===== src/rtl/core/zdc_pkg.sv =====
// Package with the shared widths and types of the zigzag coordinate block.
`default_nettype none

package zdc_pkg;

  // The diagonal search covers d below 2**DIAG_BITS.
  localparam int DIAG_BITS = 31;
  localparam int POS_W     = 61;
  localparam int COORD_W   = 32;
  localparam int PROD_W    = 2 * DIAG_BITS;
  localparam int CMP_W     = (PROD_W > POS_W) ? PROD_W : POS_W;

  typedef logic [DIAG_BITS-1:0] diag_t;
  typedef logic [DIAG_BITS:0]   hi_t;
  typedef logic [PROD_W-1:0]    prod_t;
  typedef logic [CMP_W-1:0]     cmp_t;
  typedef logic [COORD_W-1:0]   coord_t;

  localparam cmp_t CMP_ONE = cmp_t'(1);

  // Triangular number of 2**DIAG_BITS: the last cell of the last reachable diagonal.
  localparam cmp_t POS_LIM = (CMP_ONE << (2 * DIAG_BITS - 1)) + (CMP_ONE << (DIAG_BITS - 1));

endpackage

`default_nettype wire


===== src/rtl/core/zigzag_diagonal_coordinates.sv =====
// Top level of the zigzag (Cantor) position to grid coordinate converter.
// A position beat is taken only while the block is idle; it then runs a binary
// search over diagonals, each probe one triangular-number multiply on the
// shared multiplier followed by one compare and bound update, DIAG_BITS-1 or
// DIAG_BITS probes, followed by one more multiply and a remainder step that
// writes the result; the next position is taken once the block is back in idle.
// Position 0 and 1 skip the search and go straight to the final multiply and
// remainder step, which give (1,1). The result sits in an output register, so a new
// position is taken while the previous result waits; the final step holds until
// that register is free.
`default_nettype none

module zigzag_diagonal_coordinates (
  input  wire logic            clk,
  input  wire logic            rst_n,
  input  wire logic            in_valid,
  output logic                 in_stall,
  input  wire logic [60:0]     in_position,
  output logic                 out_valid,
  input  wire logic            out_stall,
  output zdc_pkg::coord_t      out_coord_x,
  output zdc_pkg::coord_t      out_coord_y
);

  localparam logic [2:0] S_IDLE    = 3'd0;
  localparam logic [2:0] S_MUL     = 3'd1;
  localparam logic [2:0] S_CMP     = 3'd2;
  localparam logic [2:0] S_FIN_MUL = 3'd3;
  localparam logic [2:0] S_FIN     = 3'd4;

  logic [2:0]      state_r, state_nxt;
  zdc_pkg::cmp_t   pos_r, pos_nxt;
  zdc_pkg::diag_t  lo_r, lo_nxt;
  zdc_pkg::hi_t    hi_r, hi_nxt;
  zdc_pkg::diag_t  mid_r, mid_nxt;
  logic            out_valid_r, out_valid_nxt;
  zdc_pkg::coord_t out_x_r, out_x_nxt;
  zdc_pkg::coord_t out_y_r, out_y_nxt;

  zdc_pkg::diag_t  mul_d;
  zdc_pkg::prod_t  mul_prod_r;

  zdc_pkg::cmp_t   pos_in;
  zdc_pkg::cmp_t   pos_sat;
  zdc_pkg::cmp_t   prod_ext;
  logic            probe_high;
  zdc_pkg::diag_t  mid_if_high;
  zdc_pkg::diag_t  mid_if_low;
  logic            more_if_high;
  logic            more_if_low;
  zdc_pkg::hi_t    hi_minus_mid;
  zdc_pkg::cmp_t   rem;
  zdc_pkg::cmp_t   x_full;
  logic            out_free;

  zdc_tri_mul u_tri_mul (
    .clk        (clk),
    .mul_d      (mul_d),
    .mul_prod_r (mul_prod_r)
  );

  assign in_stall    = (state_r != S_IDLE);
  assign out_valid   = out_valid_r;
  assign out_coord_x = out_x_r;
  assign out_coord_y = out_y_r;
  assign out_free    = !out_valid_r || !out_stall;

  // The final steps take the triangular number of the lower bound, every probe that of the midpoint.
  assign mul_d = (state_r == S_FIN_MUL || state_r == S_FIN) ? lo_r : mid_r;

  always_comb begin
    pos_in = zdc_pkg::cmp_t'(in_position);
    if (pos_in == '0) begin
      pos_sat = zdc_pkg::CMP_ONE;
    end else if (pos_in > zdc_pkg::POS_LIM) begin
      pos_sat = zdc_pkg::POS_LIM;
    end else begin
      pos_sat = pos_in;
    end

    prod_ext   = zdc_pkg::cmp_t'(mul_prod_r);
    probe_high = (prod_ext >= pos_r);

    // Both possible next midpoints are formed ahead of the compare.
    mid_if_high  = lo_r + ((mid_r - lo_r) >> 1);
    more_if_high = ((lo_r + zdc_pkg::diag_t'(1)) < mid_r);
    hi_minus_mid = hi_r - zdc_pkg::hi_t'(mid_r);
    mid_if_low   = mid_r + hi_minus_mid[zdc_pkg::DIAG_BITS:1];
    more_if_low  = ((zdc_pkg::hi_t'(mid_r) + zdc_pkg::hi_t'(1)) < hi_r);

    rem    = pos_r - prod_ext;
    x_full = zdc_pkg::cmp_t'(lo_r) + zdc_pkg::cmp_t'(2) - rem;
  end

  always_comb begin
    state_nxt     = state_r;
    pos_nxt       = pos_r;
    lo_nxt        = lo_r;
    hi_nxt        = hi_r;
    mid_nxt       = mid_r;
    out_valid_nxt = out_valid_r;
    out_x_nxt     = out_x_r;
    out_y_nxt     = out_y_r;

    if (out_valid_r && !out_stall) begin
      out_valid_nxt = 1'b0;
    end

    case (state_r)
      S_IDLE: begin
        if (in_valid) begin
          pos_nxt = pos_sat;
          hi_nxt  = zdc_pkg::hi_t'(1) << zdc_pkg::DIAG_BITS;
          mid_nxt = zdc_pkg::diag_t'(1) << (zdc_pkg::DIAG_BITS - 1);
          if (pos_sat == zdc_pkg::CMP_ONE) begin
            // Diagonal zero with remainder one lands on (1,1) without a search.
            lo_nxt    = '0;
            state_nxt = S_FIN_MUL;
          end else begin
            lo_nxt    = zdc_pkg::diag_t'(1);
            state_nxt = S_MUL;
          end
        end
      end
      S_MUL: begin
        state_nxt = S_CMP;
      end
      S_CMP: begin
        if (probe_high) begin
          hi_nxt  = zdc_pkg::hi_t'(mid_r);
          mid_nxt = mid_if_high;
          state_nxt = more_if_high ? S_MUL : S_FIN_MUL;
        end else begin
          lo_nxt  = mid_r;
          mid_nxt = mid_if_low;
          state_nxt = more_if_low ? S_MUL : S_FIN_MUL;
        end
      end
      S_FIN_MUL: begin
        state_nxt = S_FIN;
      end
      S_FIN: begin
        if (out_free) begin
          out_valid_nxt = 1'b1;
          if (lo_r[0]) begin
            out_x_nxt = rem[zdc_pkg::COORD_W-1:0];
            out_y_nxt = x_full[zdc_pkg::COORD_W-1:0];
          end else begin
            out_x_nxt = x_full[zdc_pkg::COORD_W-1:0];
            out_y_nxt = rem[zdc_pkg::COORD_W-1:0];
          end
          state_nxt = S_IDLE;
        end
      end
      default: begin
        state_nxt = S_IDLE;
      end
    endcase
  end

  always_ff @(posedge clk) begin
    if (!rst_n) begin
      state_r     <= S_IDLE;
      out_valid_r <= 1'b0;
    end else begin
      state_r     <= state_nxt;
      out_valid_r <= out_valid_nxt;
    end
  end

  always_ff @(posedge clk) begin
    pos_r   <= pos_nxt;
    lo_r    <= lo_nxt;
    hi_r    <= hi_nxt;
    mid_r   <= mid_nxt;
    out_x_r <= out_x_nxt;
    out_y_r <= out_y_nxt;
  end

  a_accept_starts: assert property (@(posedge clk) disable iff (!rst_n)
    (in_valid && !in_stall) |=> (state_r == S_MUL || state_r == S_FIN_MUL))
    else $error("accepted position beat did not start the search");

  a_bounds_order: assert property (@(posedge clk) disable iff (!rst_n)
    (state_r == S_CMP) |-> (lo_r < mid_r) && (zdc_pkg::hi_t'(mid_r) < hi_r))
    else $error("search bounds out of order");

  a_rem_range: assert property (@(posedge clk) disable iff (!rst_n)
    (state_r == S_FIN) |->
      (rem != '0) && (rem <= zdc_pkg::cmp_t'(lo_r) + zdc_pkg::CMP_ONE))
    else $error("remainder outside its diagonal");

  a_result_source: assert property (@(posedge clk) disable iff (!rst_n)
    $rose(out_valid_r) |-> ($past(state_r) == S_FIN))
    else $error("result raised outside the final step");

endmodule

`default_nettype wire


===== src/rtl/core/zdc_tri_mul.sv =====
// Registered triangular-number unit d(d+1)/2, shared by every probe of the search.
`default_nettype none

module zdc_tri_mul (
  input  wire logic           clk,
  input  wire zdc_pkg::diag_t mul_d,
  output zdc_pkg::prod_t      mul_prod_r
);

  zdc_pkg::hi_t   d_inc;
  zdc_pkg::diag_t op_a;
  zdc_pkg::diag_t op_b;
  zdc_pkg::prod_t mul_prod_nxt;

  // Halve whichever factor is even so that both operands stay DIAG_BITS wide.
  always_comb begin
    d_inc = zdc_pkg::hi_t'(mul_d) + zdc_pkg::hi_t'(1);
    if (mul_d[0]) begin
      op_a = mul_d;
      op_b = d_inc[zdc_pkg::DIAG_BITS:1];
    end else begin
      op_a = mul_d >> 1;
      op_b = d_inc[zdc_pkg::DIAG_BITS-1:0];
    end
    mul_prod_nxt = zdc_pkg::prod_t'(op_a) * zdc_pkg::prod_t'(op_b);
  end

  always_ff @(posedge clk) begin
    mul_prod_r <= mul_prod_nxt;
  end

endmodule

`default_nettype wire


===== config.mk =====
export PLATFORM = sky130hd
export DESIGN_NAME = zigzag_diagonal_coordinates
export DESIGN_NICKNAME = d
export VERILOG_FILES = /design/src/rtl/core/zdc_pkg.sv /design/src/rtl/core/zigzag_diagonal_coordinates.sv /design/src/rtl/core/zdc_tri_mul.sv
export SDC_FILE = /design/constraint.sdc
export NUM_CORES = 2
export LEC_CHECK = 0
export BUFFER_PORTS_ARGS = -buffer_cell sky130_fd_sc_hd__buf_2
export CAP_MARGIN = 20
export CORE_ASPECT_RATIO = 1.75
export CORE_MARGIN = 2
export CORE_UTILIZATION = 25
export DETAILED_ROUTE_END_ITERATION = 7
export PLACE_DENSITY = 0.36
export RECOVER_POWER = 50
export SLEW_MARGIN = 20
export SYNTH_ARGS = -nofsm -noshare
export SYNTH_HDL_FRONTEND = slang
export SYNTH_SLANG_ARGS = --single-unit

===== constraint.sdc =====
create_clock -name clk -period 14.75 [get_ports clk]
set_input_delay 2.2125 -clock clk [delete_from_list [all_inputs] [get_ports clk]]
set_output_delay 2.2125 -clock clk [all_outputs]
set_load 0.02 [all_outputs]

# --- Word-level counts from Yosys, hierarchy flattened ---
# Cells that the tools add are included.
# Widths: inputs -> output; s select.
op_classes:
  n_addsub: 10
  multipliers: 1
  magnitude_cmp: 4
  n_eq_ne: 9
  n_mux: 27
  n_reduce_logical: 15
ops:
  columns: ["operator", "count"]
  rows:
  - ["$mux 31", 7]
  - ["$mux 32", 4]
  - ["$mux 62", 2]
  - ["$pmux 31 s2", 2]
  - ["$add 31x1->32 const B", 2]
  - ["$pmux 32 s2", 1]
  - ["$sub 32x32->32", 2]
  - ["$eq 62x1->1 const B", 1]
  - ["$ge 62x62->1", 1]
  - ["$gt 61x62->1 const B", 1]
  - ["$mul 31x31->62", 1]
  - ["$logic_not 61->1", 1]
  - ["$add 31x2->32 const B", 1]
  - ["$lt 32x32->1", 1]
  - ["$sub 32x31->32", 1]
  - ["$add 31x1->31 const B", 1]
  - ["$add 31x30->31", 1]
  - ["$add 31x31->31", 1]
  - ["$lt 31x31->1", 1]
  - ["$sub 31x31->31", 1]
  - ["$pmux 3 s5", 1]
  - ["$mux 2", 4]
  - ["$ne 2x2->1 const B", 4]
  - ["$reduce_and 2->1", 4]
  - ["12 further kinds", 20]
totals:
  register_bits: 286
  in_bits: 65
  out_inout_bits: 66
  word_cells: 75

# --- Logic depth before layout (Yosys ltp) ---
logic_depth:
  ltp_word: 7
  mapped_depth: 50
  mapped_depth_nobuf: 40

# --- Cells and area by module ---
# From an unflattened synthesis, not the netlist that was laid out.
unflattened:
  hier_cells: 6432
  area_unflattened_um2: 55846.1
modules_own_cells:
  columns: ["module", "instances", "cells_each", "area_each_um2", "seq_area_each_um2"]
  rows:
  - ["zdc_tri_mul", 1, 3955, 33747.4, 1241.2]
  - ["zigzag_diagonal_coordinates", 1, 2477, 22098.7, 6656.4]

# --- Least setup slack after synthesis ---
# Ideal clock, no wire load.
synth_path:
  path_type: "flip-flop to flip-flop"
  start: "register state_r[2]"
  end: "register u_tri_mul.mul_prod_r[61]"
  setup_time_ps: 127
  t_arrival_ps: 10844
  required_ps: 14623
  setup_slack_ps: 3779
  path_stages_with_launch: 45
  path_buffers: 11
  period_less_slack_ps: 10971
  cell_sequence: "dfxtp_1 -> buf_6 -> and3b_1 -> a21o_2 -> buf_6 -> buf_6 -> buf_2 -> o221ai_2 -> inv_1 -> buf_2 -> buf_1 -> buf_1 -> ha_1 -> and3_1 -> clkbuf_1 -> and2_1 -> clkbuf_1 -> nand2b_1 -> [... 9 more ...] -> inv_1 -> fa_1 -> fa_1 -> fa_1 -> fa_1 -> ha_1 -> clkbuf_1 -> and3_1 -> or3b_1 -> nor2_1 -> a211oi_1 -> o31ai_2 -> a32oi_1 -> o311ai_1 -> o21ai_1 -> o21ai_1 -> and4_1 -> nor3_1"
synth_via:
  elab_chain_len: 6
  word_cells_on_any_way: 8
  cone_classes: "1 x add/sub; 1 x mul; 2 x eq/ne; 3 x mux; 1 x reduce/logical"
synth_rtl:
  columns: ["item", "line", "rtl"]
  rows:
  - ["start: declaration", "zigzag_diagonal_coordinates.sv:31", "logic [2:0] state_r, state_nxt;"]
  - ["start signal: assignment", "zigzag_diagonal_coordinates.sv:166", "state_r <= state_nxt;"]
  - ["$eq 3x2->1 / $eq 3x3->1 (equally long branches)", "zigzag_diagonal_coordinates.sv:69", "assign mul_d = (state_r == S_FIN_MUL || state_r == S_FIN) ? lo_r : mid_r;"]
  - ["$logic_or 1x1->1 *", "zigzag_diagonal_coordinates.sv:69", null]
  - ["$mux 31 *", "zigzag_diagonal_coordinates.sv:69", null]
  - ["$add 31x1->32", "zdc_tri_mul.sv:17", "d_inc = zdc_pkg::hi_t'(mul_d) + zdc_pkg::hi_t'(1);"]
  - ["$mux 31", "zdc_tri_mul.sv:18", "if (mul_d[0]) begin"]
  - ["$mul 31x31->62 *", "zdc_tri_mul.sv:25", "mul_prod_nxt = zdc_pkg::prod_t'(op_a) * zdc_pkg::prod_t'(op_b);"]
  - ["named net u_tri_mul.mul_prod_nxt[61]", "zdc_tri_mul.sv:13", "zdc_pkg::prod_t mul_prod_nxt;"]
  - ["end signal: assignment", "zdc_tri_mul.sv:29", "mul_prod_r <= mul_prod_nxt;"]
  - ["end: declaration", "zdc_tri_mul.sv:7", "output zdc_pkg::prod_t mul_prod_r"]
# Mark *: on every way through the listed nets, which the timed path passes. The rest lies on a longest branch.
# A chain may end at the register's enable or synchronous reset.

# --- Worst setup path in the final report ---
layout_path:
  start: "register state_r[1]"
  end: "register u_tri_mul.mul_prod_r[61]"
# Same word-level chain as after synthesis.

==> results by stage <==
Status:
- The run finished, with violations left.
- The checks that failed: max-capacitance violations, max-slew violations.

Logic synthesis:
- The number of synthesized register bits is 285.
- The cell count after synthesis came out at 6360.
- The area share of the leading cell type in the synthesized netlist is 0.304.
- Counting flops with an async set or reset pin after synthesis yields a share of 0.
- Of the synthesized area, sequential elements account for 0.142.
- The number of nets in the synthesized netlist is 7862.
- In this run the mean area of a mapped cell was 8.73 sq um.
- The mapped netlist covers 55500 sq um.
- Counting instances in the post-synthesis netlist gives the leading cell types as sky130_fd_sc_hd__inv_1, sky130_fd_sc_hd__fa_1, sky130_fd_sc_hd__nand2_1.
- The number of distinct library cells after synthesis is 93.
- After synthesis, the cell types taking the most area are sky130_fd_sc_hd__fa_1, sky130_fd_sc_hd__ha_1, sky130_fd_sc_hd__edfxtp_1.
- The dominant synthesized flop cell is sky130_fd_sc_hd__edfxtp_1.
- The number of flops mapped to enable cells by yosys is 219.
- In the post-synthesis netlist, the cell with the most instances is sky130_fd_sc_hd__inv_1.
- For this run, the number of Yosys warnings is 0.
- Summed over all instances, the cell type with the most area after synthesis is sky130_fd_sc_hd__fa_1.

Die:
- From bottom edge to top edge, the die measures 628 um.
- The die width is 360 um.
- The region available for standard cell placement spans 221000 sq um.
- The area of the die is 226000 sq um.
- The initial utilization of the core area, before any placement, comes to 0.252.
- Pin placement for this block handled 131 I/O pins.
- The floorplan has 228 rows.

Critical path:
- The type of origin of the critical path is a flop.
- The cell class contributing the biggest share of worst-path delay is adder cells.
- The largest fanout on the critical path is 35.
- The data arrival time of the critical path is 14.22 ns.
- The most repeated library cell on the critical path is sky130_fd_sc_hd__fa_1.
- The kind of capture point of the worst setup path is a flop.
- The setup path with the least slack is of type flop to flop.
- At the worst endpoint, the required time is 15.28 ns.
- For this run, the slowest stage of the critical path takes 0.90 ns.
- The master of the slowest instance on the critical path is sky130_fd_sc_hd__nand2_1.
- The number of buffers and inverters on the critical path is 8.

Placed design:
- The number of buffers added on ports is 130.
- The placed instance count is 9203.
- Routability-driven placement finished with a final weighted congestion of 0.919.
- The placed wire-length estimate is 204000 um.

Detailed routing:
- In this run the remaining antenna-violating nets after routing total 0.
- The detailed router finished its first iteration with 2308 violations.
- For this block, the routed nets add up to 239000 um of wire.
- The pre-antenna-repair detailed-routing pass consisted of 5 iterations.
- In the routed layout, each cell is associated on average with a via count of 4.83.
- The via total after detailed routing is 44800.
- The final routed DRC violation total is 0.
- In the final routed layout, each cell accounts on average for 25.8 um.

GRT:
- met2 is the most crowded layer.
- The global-route wire length before repair is 343000 um.
- The initial antenna violation count is 9.
- The maximum number of pins on one net before global-route repair is 62.
- For met3 alone, demand over resource in global routing was 0.0161.
- After global routing the overflow that remains totals 0.
- The via count of the first global-routing pass is 48400.
- For met2 alone, demand over resource in global routing was 0.431.
- The global routing usage summed across all routing layers is 0.211.
- For this run, global-route usage on met1 was measured as 0.209.

Clock tree:
- The total setup buffers inserted after CTS is 0.
- For the worst-skew pair, the clock arrives at the later sink with an insertion delay of 0.66 ns.
- Clock-pin slew was measured on the worst setup and hold paths at 0.06 ns.
- Post-CTS repair changed the size of 0 cells.
- The number of buffers added by the clock tree synthesis step is 38.
- The master cell of the clock root buffer is sky130_fd_sc_hd__clkbuf_16.
- The hold buffer count at CTS is 0.
- The maximum count of clock buffers along a single path is 3.
- The TritonCTS clock tree is built.
- The total number of clock tree sinks is 285.
- The clock tree synthesis step divided the H-tree into 2 levels.

Timing:
- Setup violations remaining at the end of the flow were counted as 0.
- The transition at the pin with the smallest max-transition slack is 3.70 ns.
- The routed design could run at a clock period as short as 13.69 ns.
- The total negative slack is 0 ns.
- The peak clock frequency supported by timing is 73.0 MHz.
- Between clock sinks in the finished design, the worst skew comes to 0.0532 ns.
- The normalized max-slew margin is -1.47.
- The total count of hold-check failures in the final report is 0.
- Of the available clock period, the critical path in the final layout requires 0.928.
- The number of max-slew violations in the final report came to 174.
- Setup repair after global routing left no endpoint under its margin.

Layout:
- Compared with the post-synthesis result, the final layout area differs by 9.95%.
- The final layout net count is 7870.
- The fraction of final layout cells with drive strength greater than 1 is 0.0542.
- The number of filler instances in the final layout is 23800.
- Leaving out filler cells and counting taps, the final layout contains 9277.

Hold path:
- The worst hold path belongs to the class flop to flop.

Flow run:
- The number of max-cap violations is 4.
==> area by class of cell <==
class | count | area [sq um] | area share
Antenna cell | 5 | 12.5 | 0.000205
Clock buffer | 43 | 991 | 0.0162
Clock inverter | 26 | 350 | 0.00574
Inverter | 1110 | 4170 | 0.0683
Multi-Input combinational cell | 4652 | 42400 | 0.695
Sequential cell | 285 | 7900 | 0.129
Tap cell | 2875 | 3600 | 0.0589
Timing Repair Buffer | 281 | 1640 | 0.0268
==> registers in the layout, indices dropped and copies added (netlist names) <==
name / flops
u_tri_mul.mul_prod_r: 62
mid_r: 31
out_coord_y: 32
state_r: 3
hi_r: 32
lo_r: 31
pos_r: 61
out_valid: 1
out_coord_x: 32
==> cells by family after synthesis <==
logic type,share of synthesized area
flops,0.142
simple gates,0.149
fa+ha+maj,0.438
buf+inv,0.0986
mux,0.0102
xor+xnor,0.0481
compound gates,0.114
==> layout by cell type (no fill, tap or decap), types with 22 or more instances in the layout <==
cell	count
sky130_fd_sc_hd__nand4_1	53
sky130_fd_sc_hd__clkbuf_16	39
sky130_fd_sc_hd__dfxtp_1	66
sky130_fd_sc_hd__o21bai_1	33
sky130_fd_sc_hd__and3_1	34
sky130_fd_sc_hd__o21ai_0	178
sky130_fd_sc_hd__nor3_1	66
sky130_fd_sc_hd__nor4_1	22
sky130_fd_sc_hd__nand2b_1	66
sky130_fd_sc_hd__mux2i_1	48
sky130_fd_sc_hd__buf_2	27
sky130_fd_sc_hd__inv_1	1104
sky130_fd_sc_hd__xor2_1	100
sky130_fd_sc_hd__and2_1	45
sky130_fd_sc_hd__nor2_1	672
sky130_fd_sc_hd__edfxtp_1	219
sky130_fd_sc_hd__nand3_1	90
sky130_fd_sc_hd__clkbuf_1	112
sky130_fd_sc_hd__nor2b_1	26
sky130_fd_sc_hd__o21a_1	41
sky130_fd_sc_hd__a211oi_1	24
sky130_fd_sc_hd__fa_1	843
sky130_fd_sc_hd__nor3b_1	24
sky130_fd_sc_hd__a21oi_1	258
sky130_fd_sc_hd__nand2_1	702
sky130_fd_sc_hd__buf_4	146
sky130_fd_sc_hd__a31oi_1	24
sky130_fd_sc_hd__ha_1	593
sky130_fd_sc_hd__xnor2_1	205
sky130_fd_sc_hd__a21o_1	168
==> through the flow <==
stage / cell area (sq um) / util / worst slack [ns] / hold WS [ns]
3_5_place_dp: 59900 / 0.272 / 1.49 / 0.555
3_3_place_gp: 59900 / 0.271 / 1.16 / 0.551
2_1_floorplan: 55500 / - / 3.78 / 0.583
4_1_cts: 61200 / 0.278 / 1.45 / 0.565
6_report: 61100 / 0.277 / 1.06 / 0.528
5_1_grt: 61100 / 0.277 / 0.510 / 0.563
==> layer usage <==
metal | vias to the layer above | share of wire | wire length, um
met4 | 0 | 0.061 | 14600
met5 | - | 0 | 0
met1 | 23000 | 0.35 | 82600
li1 | 20400 | - | -
met3 | 350 | 0.026 | 6160
met2 | 1009 | 0.57 | 136000
==> final timing paths <==
check	slack, ns	cells past startpoint	from	to
hold / removal	0.53	2	out_valid	out_valid
setup reg to reg	1.06	39	state_r[1]	u_tri_mul.mul_prod_r[61]
setup / recovery	1.06	39	state_r[1]	u_tri_mul.mul_prod_r[61]
hold reg to reg	0.53	2	out_valid	out_valid
==> worst reg2reg max path: cells and delay by family, from the launching register on <==
family	cells	cell delay, ns
AO/OA/AOI/OAI	7	3.02
XOR/XNOR	1	0.43
adder cells (fa/ha/maj)	10	4.48
buffers and inverters	8	1.26
flip-flops	1	0.31
AND/OR/NAND/NOR	13	4.09
Power is left out: the tool's default activity adds up to more than one toggle a clock period on the data nets, which glitch-free logic cannot reach.
